===== src/design/tbgf_pkg.sv =====
// ----------------------------------------------------------------------------
// Track box gap filler package
// Widths, the stored entry record and the center saturation helper.
// ----------------------------------------------------------------------------
package tbgf_pkg;

  localparam int MAX_TRACK = 64;
  localparam int IDX_W     = $clog2(MAX_TRACK);
  localparam int CNT_W     = $clog2(MAX_TRACK + 1);

  localparam int C_W    = 20;  // center and shift
  localparam int S_W    = 16;  // width, height, confidence
  localparam int L_W    = 10;  // class label
  localparam int DIFF_W = C_W + 1;
  localparam int PROD_W = C_W + DIFF_W;
  localparam int SUM_W  = C_W + IDX_W + 1;
  localparam int EXT_W  = PROD_W + 1;

  localparam logic signed [EXT_W-1:0] SAT_MAX = EXT_W'((1 << (C_W - 1)) - 1);
  localparam logic signed [EXT_W-1:0] SAT_MIN = -SAT_MAX - EXT_W'(1);

  typedef struct packed {
    logic                  valid;
    logic signed [C_W-1:0] cx;
    logic signed [C_W-1:0] cy;
    logic [S_W-1:0]        w;
    logic [S_W-1:0]        h;
    logic [S_W-1:0]        conf;
    logic [L_W-1:0]        label;
    logic signed [C_W-1:0] sx;
    logic signed [C_W-1:0] sy;
  } entry_t;

  function automatic logic signed [C_W-1:0] sat_sum(input logic signed [C_W-1:0] a,
                                                    input logic signed [PROD_W-1:0] b);
    logic signed [EXT_W-1:0] s;
    s = EXT_W'(a) + EXT_W'(b);
    if (s > SAT_MAX) begin
      return C_W'(SAT_MAX);
    end else if (s < SAT_MIN) begin
      return C_W'(SAT_MIN);
    end
    return C_W'(s);
  endfunction

endpackage


===== src/design/tbgf_div.sv =====
// ----------------------------------------------------------------------------
// Track box gap filler divider
// Signed restoring divider, one quotient bit per cycle, truncates toward zero.
// ----------------------------------------------------------------------------
module tbgf_div (
  input  logic                                  clk_i,
  input  logic                                  rst_ni,
  input  logic                                  start_i,
  input  logic signed [tbgf_pkg::PROD_W-1:0]    dividend_i,
  input  logic signed [tbgf_pkg::SUM_W-1:0]     divisor_i,
  output logic                                  done_o,
  output logic signed [tbgf_pkg::PROD_W-1:0]    quot_o
);
  import tbgf_pkg::*;

  localparam int DC_W = $clog2(PROD_W + 1);

  logic              run_q, done_q, neg_q;
  logic [DC_W-1:0]   cnt_q;
  logic [PROD_W-1:0] quo_q;
  logic [SUM_W:0]    rem_q;
  logic [SUM_W-1:0]  dvs_q;
  logic [SUM_W:0]    shifted;
  logic [SUM_W:0]    trial;

  assign shifted = {rem_q[SUM_W-1:0], quo_q[PROD_W-1]};
  assign trial   = shifted - {1'b0, dvs_q};

  always_ff @(posedge clk_i or negedge rst_ni) begin
    if (!rst_ni) begin
      run_q  <= 1'b0;
      done_q <= 1'b0;
      cnt_q  <= '0;
    end else begin
      done_q <= 1'b0;
      if (start_i) begin
        run_q <= 1'b1;
        cnt_q <= DC_W'(PROD_W);
      end else if (run_q) begin
        cnt_q <= cnt_q - DC_W'(1);
        if (cnt_q == DC_W'(1)) begin
          run_q  <= 1'b0;
          done_q <= 1'b1;
        end
      end
    end
  end

  always_ff @(posedge clk_i) begin
    if (start_i) begin
      quo_q <= dividend_i[PROD_W-1] ? PROD_W'(-dividend_i) : PROD_W'(dividend_i);
      dvs_q <= divisor_i[SUM_W-1] ? SUM_W'(-divisor_i) : SUM_W'(divisor_i);
      neg_q <= dividend_i[PROD_W-1] ^ divisor_i[SUM_W-1];
      rem_q <= '0;
    end else if (run_q) begin
      // keep the trial difference when it does not borrow
      if (!trial[SUM_W]) begin
        rem_q <= trial;
        quo_q <= {quo_q[PROD_W-2:0], 1'b1};
      end else begin
        rem_q <= shifted;
        quo_q <= {quo_q[PROD_W-2:0], 1'b0};
      end
    end
  end

  assign done_o = done_q;
  assign quot_o = neg_q ? -$signed(quo_q) : $signed(quo_q);

endmodule


===== config.mk =====
export PLATFORM = sky130hd
export DESIGN_NAME = tbgf_div
export DESIGN_NICKNAME = d
export VERILOG_FILES = /design/src/design/tbgf_pkg.sv /design/src/design/tbgf_div.sv
export SDC_FILE = /design/constraint.sdc
export NUM_CORES = 1
export LEC_CHECK = 0
export ABC_AREA = 1
export BUFFER_PORTS_ARGS = -buffer_cell sky130_fd_sc_hd__buf_2
export CORE_MARGIN = 3
export CORE_UTILIZATION = 45
export CTS_CLUSTER_DIAMETER = 150
export DETAILED_ROUTE_END_ITERATION = 8
export PLACE_DENSITY_LB_ADDON = 0.12
export SYNTH_ARGS = -nofsm -noshare
export SYNTH_HDL_FRONTEND = slang
export SYNTH_SLANG_ARGS = --single-unit

===== constraint.sdc =====
create_clock -name clk_i -period 2.12 [get_ports clk_i]
set_input_delay 0.53 -clock clk_i [delete_from_list [all_inputs] [get_ports clk_i]]
set_output_delay 0.53 -clock clk_i [all_outputs]
set_load 0.01 [all_outputs]

## Word-level counts from Yosys, hierarchy flattened

Cells that the tools add are included.

- Add/sub/neg operators: 5
- Equality and inequality tests: 1
- Multiplexer cells: 15
- Bitwise logic cells: 1
- Reductions and logical operators: 1

Operators with widths:

| operator | count |
|---|---|
| 41-bit 2-to-1 mux | 4 |
| 41-bit negation | 2 |
| 28-bit by 27-bit subtractor with 28-bit output | 1 |
| 27-bit 2-to-1 mux | 1 |
| 27-bit negation | 1 |
| 26-bit 2-to-1 mux | 1 |
| 6-bit 2-to-1 mux | 2 |
| 1-bit 2-to-1 mux | 7 |
| 6-bit by 1-bit == test with 1-bit output (second input constant) | 1 |
| 6-bit by 1-bit subtractor with 6-bit output (second input constant) | 1 |
| 2-bit nonzero test | 1 |
| 1-bit bitwise XOR | 1 |

- Bits in registers: 104
- Input bits: 71
- Output and inout port bits: 42

## Logic depth before layout (Yosys ltp)

Gate-level depths: netlist of run 1.

- Depth after elaboration: 4
- Depth in mapped cells: 16
- Mapped depth without buffers: 16

## Worst setup path before layout of run 1

No wires, ideal clock.

- Path kind: register -> output
- Start: register quo_q[0]
- End: output port quot_o[32] in the netlist's numbering
- Arrival: 1786 ps
- Data required time: 1590 ps
- Path slack: -196 ps
- Stages on the path, launching flop included: 11
- Buffers on the path: 0
- Path through: edfxtp_1 > inv_1 > ha_1 > nand3_1 > nor2_2 > nand4_1 > nand2b_4 > nor2_4 > nand3_1 > nand2_1 > xor2_1

- Cells in the longest elaborated chain, start to end: 2

RTL lines:

| element | line | source |
|---|---|---|
| start: declaration | tbgf_div.sv:20 | `logic [PROD_W-1:0] quo_q;` |
| start signal: assignment | tbgf_div.sv:51 | `quo_q <= dividend_i[PROD_W-1] ? PROD_W'(-dividend_i) : PROD_W'(dividend_i);` |
| start signal: assignment | tbgf_div.sv:59 | `quo_q <= {quo_q[PROD_W-2:0], 1'b1};` |
| start signal: assignment | tbgf_div.sv:62 | `quo_q <= {quo_q[PROD_W-2:0], 1'b0};` |
| 41-bit negation | tbgf_div.sv:68 | `assign quot_o = neg_q ? -$signed(quo_q) : $signed(quo_q);` |
| 41-bit 2-to-1 mux | tbgf_div.sv:68 |  |
| end: declaration | tbgf_div.sv:12 | `output logic signed [tbgf_pkg::PROD_W-1:0] quot_o` |

No other way between the ends.

## Worst setup path in the final report of run 1

- Start: register quo_q[6]
- End: output port quot_o[31] in the netlist's numbering

The elaborated chain is that of the path after synthesis.

==> results of run 1 <==
-- layout by cell type, fill, tap and decap left out, drive strengths merged --
cell	n
nand2	481
buf	382
inv	256
nor2	172
nand3	112
xor2	76
o21ai	73
edfxtp	69
a21oi	32
ha	32
dfxtp	27
xnor2	25
nand4	24
nor3	18
clkbuf	14
dfrtp	8
nor4	8
or2	7
a31oi	6
nand3b	4
o31ai	3
o22ai	3
clkinv	3
a21o	2
and2	2
o21bai	2
or3	1
nor3b	1
nand2b	1
o211ai	1
o21a	1
clkinvlp	1
fa	1
dlygate4sd3	1
-- area by class of cell --
class / count / area (um^2) / share of cell area
Tap cell: 270 / 337.8 / 0.02411
Sequential cell: 104 / 2813 / 0.2008
Clock buffer: 10 / 229.0 / 0.01634
Timing Repair Buffer: 387 / 2850 / 0.2034
Inverter: 254 / 959.7 / 0.06850
Multi-Input combinational cell: 1088 / 6771 / 0.4833
Clock inverter: 6 / 48.80 / 0.003483
-- repair_timing --
item,in CTS,in global routing
endpoints found under the setup margin,53,68
cloned,0,4
hold buffers,1,0
endpoints found under the hold margin,8,0
resized for setup,61,230
buffers inserted,7,12
pin swaps,20,93
-- sequential cells by signal (all words and copies together), names as in the netlist --
signal and count:
quo_q 41, done_o 1, run_q 1, cnt_q 6, dvs_q 27, neg_q 1, rem_q 27
-- power breakdown --
part           internal (mW)  total, mW  switching (mW)
Sequential              2.36       2.46           0.108
Clock                  0.815       1.66           0.845
Combinational           1.14       2.53            1.39
-- cell families after synthesis --
logic type      synth area share
buf+inv                   0.1184
flops                     0.2966
fa+ha+maj                0.04434
compound gates           0.07007
xor+xnor                 0.09330
simple gates              0.3773
-- through the flow --
step | TNS [ps] | cell area [um^2]
finish | -17920 | 14010
CTS | -16570 | 12840
global route | -24730 | 14010
global placement | -5565 | 12270
floorplan | -130.5 | 9548
detailed placement | -7868 | 12270
-- routing by layer --
layer | global-route usage | vias to the layer above | share of wire
met2 | 0.4666 | 240 | 0.50
met1 | 0.3234 | 4766 | 0.42
li1 | - | 5359 | -
met4 | 0.1151 | 0 | 0.038
met3 | 0.02723 | 64 | 0.039
met5 | 0 | - | 0
-- path summary, 6_finish.rpt --
check,from,endpoint
max,quo_q[6],quot_o[31]
min in group asynchronous,rst_ni,cnt_q[0]
max in group asynchronous,rst_ni,run_q
min,divisor_i[0],dvs_q[0]
max reg2reg,dvs_q[12],rem_q[19]
min reg2reg,rem_q[1],rem_q[1]
-- worst max-delay path, cell delays in order (launching register included) --
cell and delay, ps:
edfxtp_1 430, nor2_2 170, nand3_2 110, nor2_2 140, nand2_1 80, nor2_2 90, nand2_1 90, nand2_2 110
o211ai_1 220, o21ai_0 230, nand2_1 100, buf_2 150
==> out/results.tsv, run 1 <==
metric	value	unit
worst_pin_slew	567.7	ps
ys_seq_area_frac	0.2966	
critical_path_arrival	2270	ps
diodes	0	
dp_slack	-260.5	ps
violations	negative setup slack	
netlist_area	9482	um^2
synth_top_area_cell	edfxtp_1	
syn-num-nets	1582	
drv_cap	0	
drtAntennaViolNets	0	
ys_seq_elements	104	
yosys-top-cells-count	nand2_1 (452), inv_1 (250), nor2_1 (162)	
hpwlAfterDp	24150	um
synthFlopType	edfxtp_1	
place_congestion	0.9681	
cts_buffer_depth	2	
cts_max_level	3	
placed_cells	2081	
dieArea	22850	um^2
final_hold_viol_count	0	
critPathMaxFanout	4	
areaGrowthSynthToFinish	47.76	%
fin_nets	1948	
rows	52	
start_kind	flop	
port_buffers	112	
dr.pass1.iters	5	
fillers	1774	
vias_per_cell	4.922	
cp_data_required_time	1590	ps
clock-skew-final	9.813	ps
ys_async_sr_fraction	0.07692	
p_per_area	474.8	nW/um^2
ff2ff_path_depth	16	
fin_util	0.6836	
reg2reg_slack	0	ps
root_buffer	clkbuf_16	
grt_max_degree	47	
synth_area_leaders	edfxtp_1 (22%), nand2_1 (18%), inv_1 (9.9%)	
synth_cells	1478	
crit_type	flop to primary output	
ir_drop	0.2916	mV
grt_antenna_before_repair	0	
setup_slack	-682.2	ps
wl_per_cell	14.85	um
drt_wl_total	31460	um
synth.distinct_cells	48	
hp-class	input pin to flop	
p_total	6.652	mW
cts_num_sinks	104	
fin_crit_sh	1.322	
drc	0	
final_cell_count_no_fill	2119	
yosysWarnings	0	
rsz0062_at_grt	yes	
die_h	151.2	um
clk_pin_slew	80	ps
outcome	finished, violations left	
setup_viol	38	
coreArea	20490	um^2
holdPathStages	2	
power_leakage	7.115	nW
die_x	151.2	um
period_needed	2802	ps
synth.most_common_cell	nand2_1	
layout-drive-gt1-share	0.3575	
cp-end-kind	primary output	
gr-total-overflow	0	
clock_latency	360	ps
numCtsBuffers	9	
fmax	356.9	MHz
grt_pass1_wl	47400	um
synth-edff-count	69	
grt_usage	0.2632	
yosys.area.top_type_share	0.2185	
relSlewSlack	0.6215	
hold_ws	447.5	ps
num_vias	10430	
io_pins	113	
first_global_vias	9821	
syn_avg_cell_area	6.415	um^2
slew_viol_final	0	
cts_tree	yes	
first_iter_violations	506	
start_util	0.4626	
Note: power is estimated with default switching activity, not from simulation.
==> inputs of run 2 (changes only) <==
--- a/config.mk
+++ b/config.mk
@@ -7,6 +7,7 @@
 export LEC_CHECK = 0
 export ABC_AREA = 1
 export BUFFER_PORTS_ARGS = -buffer_cell sky130_fd_sc_hd__buf_2
+export CORE_ASPECT_RATIO = 1.2
 export CORE_MARGIN = 3
 export CORE_UTILIZATION = 45
 export CTS_CLUSTER_DIAMETER = 150
==> constraint.sdc (replaced) <==
create_clock -name clk_i -period 2.12 [get_ports clk_i]
set_input_delay 0.53 -clock clk_i [delete_from_list [all_inputs] [get_ports clk_i]]
set_output_delay 0.53 -clock clk_i [all_outputs]
set_load 0.005 [all_outputs]
==> out/results.tsv, run 2 (synthesis results as in run 1) <==
metric	value	unit	change
dr.pass1.iters	5		unchanged
dieArea	22860	um^2	about the same
drv_cap	0		unchanged
numCtsBuffers	9		unchanged
vias_per_cell	4.956		+0.70%
largest_reg_flops	41		unchanged
layout_common_cells	nand2_1 (401), buf_4 (270), inv_1 (216)		
drt_wl_total	32010	um	+1.7%
port_buffers	112		unchanged
drc	0		unchanged
fin_nets	1958		+0.51%
swShare	0.3458		-0.006497
num_vias	10530		+0.94%
power_frac_seq	0.374		+0.004
critPathMaxFanout	5		+1
slowest_stage	edfxtp_1		
final_common_cell	nand2_1		
crit_path_frequent_cell	nor2_4		
relSlewSlack	0.6038		-0.01776
hold_ws	466.5	ps	+18.95 ps
power_leakage	6.902	nW	-3.0%
ir_drop	0.3650	mV	+25%
worst_pin_slew	594.3	ps	+26.65 ps
cp-end-kind	primary output		
die_x	138.5	um	-8.4%
setup_viol	39		+2.6%
period_needed	2759	ps	-42.98 ps
clk_pin_slew	80	ps	about the same
crit_chain	inv_2, ha_4, nand3_4, nor2_4, nand4_1, nand2b_4, nor2_4, nand3_2, nand2_1, xor2_1, buf_2		
grt_antenna_before_repair	0		unchanged
dr_wl_met2	17190	um	+8.5%
cts_max_level	3		unchanged
wl_per_cell	15.07	um	+1.5%
grt_max_degree	50		+6.4%
gr-total-overflow	0		unchanged
first_iter_violations	505		-0.20%
fmax	362.4	MHz	+1.6%
die_h	165.0	um	+9.2%
p_per_area	479.1	nW/um^2	+0.89%
cp_data_required_time	1590	ps	about the same
tns	-18340	ps	-421.6 ps
slew_viol_final	0		unchanged
outcome	finished, violations left		
critical_path_arrival	2230	ps	-40 ps
place_congestion	0.9307		-3.9%
rsz0062_at_grt	yes		
regMostFlops	quo_q		
final_area	13780	um^2	-1.6%
grt_usage	0.2696		+0.006345
hpwlAfterDp	25010	um	+3.6%
diodes	0		unchanged
drtAntennaViolNets	0		unchanged
routed.top_layer	met4		
hp-class	input pin to flop		
cts_num_sinks	104		unchanged
start_kind	flop		
grt_pass1_wl	49490	um	+4.4%
cts_buffer_depth	2		unchanged
met3WireLength	1003	um	-19%
p_total	6.601	mW	-0.76%
fin_crit_sh	1.301		-0.02028
first_global_vias	10260		+4.5%
start_util	0.4632		+0.0005939
cts_tree	yes		
io_pins	113		unchanged
met1_length	12360	um	-6.1%
combPwrFrac	0.373		-0.007
areaGrowthSynthToFinish	45.33	%	
root_buffer	clkbuf_16		
p_clk_frac	0.253		+0.003
placed_area	12270	um^2	about the same
cpPeakStageDelay	440	ps	about the same
clock-skew-final	10.72	ps	+0.9107 ps
setup_slack	-639.2	ps	+42.99 ps
clock_latency	360	ps	about the same
crit_type	flop to primary output		
rows	57		+9.6%
layout-drive-gt1-share	0.3561		-0.001385
dp_slack	-291.3	ps	-30.83 ps
coreArea	20470	um^2	-0.13%
violations	negative setup slack		
reg_top3	quo_q (41), dvs_q (27), rem_q (27)		
final_hold_viol_count	0		unchanged
cell_internal_pwr	4.319	mW	+0.23%
p_sw	2.283	mW	-2.6%
[run 2: area by class of cell]
type	count	area, um^2
clock buffers	10	229.0
flip-flops and latches	104	2814
inverters	254	957.2
well taps	265	331.6
repair buffers	397	2836
multi-input cells	1088	6560
clock inverters	6	51.30
fillers	1793	6689
[run 2: worst max-delay path: cells and delay by family, from the launching register on]
kind                       cells  cell delay, ps
adders and majority gates      1             160
DFF                            1             440
and+or+nand+nor                7             850
xor gates and xnor gates       1             140
buffers and inverters          2             270
[run 2: path summary, 6_finish.rpt]
path                               from          to  slack [ps]  cells past startpoint
hold reg to reg                rem_q[1]    rem_q[1]         470                      2
hold / removal             divisor_i[0]    dvs_q[0]         470                      2
setup reg to reg               dvs_q[8]   rem_q[13]          50                     16
min in group asynchronous        rst_ni       run_q         540                      2
max in group asynchronous        rst_ni    cnt_q[5]        1410                      2
setup / recovery               quo_q[1]  quot_o[34]        -640                     11
[run 2: per-layer routing]
layer,track usage,vias to the layer above
met2,0.5229,193
met4,0.1231,0
met1,0.2922,4883
li1,-,5376
met5,0,-
met3,0.03301,75
[run 2: metrics by stage]
stage | std cells | util
3_3_place_gp | 2083 | 0.5995
2_1_floorplan | 1478 | -
6_report | 2124 | 0.6732
3_5_place_dp | 2083 | 0.5995
5_1_grt | 2124 | 0.6732
4_1_cts | 2109 | 0.6280
[run 2: what timing repair did]
item                                    in CTS  in global routing
resized for setup                           70                176
hold buffers                                 1                  0
pin swaps                                   19                 94
setup buffers                               11                 15
gates cloned                                 0                  1
endpoints found under the setup margin      52                 67
endpoints found under the hold margin        8                  0
[run 2: power by group through the flow]
stage	combinational (mW)	clock (mW)	sequential (mW)
floorplan	0.983	0	2.49
global placement	2.10	0	2.48
detailed placement	2.11	0	2.48
CTS	2.22	1.69	2.45
global route	2.70	1.76	2.49
finish	2.46	1.67	2.47
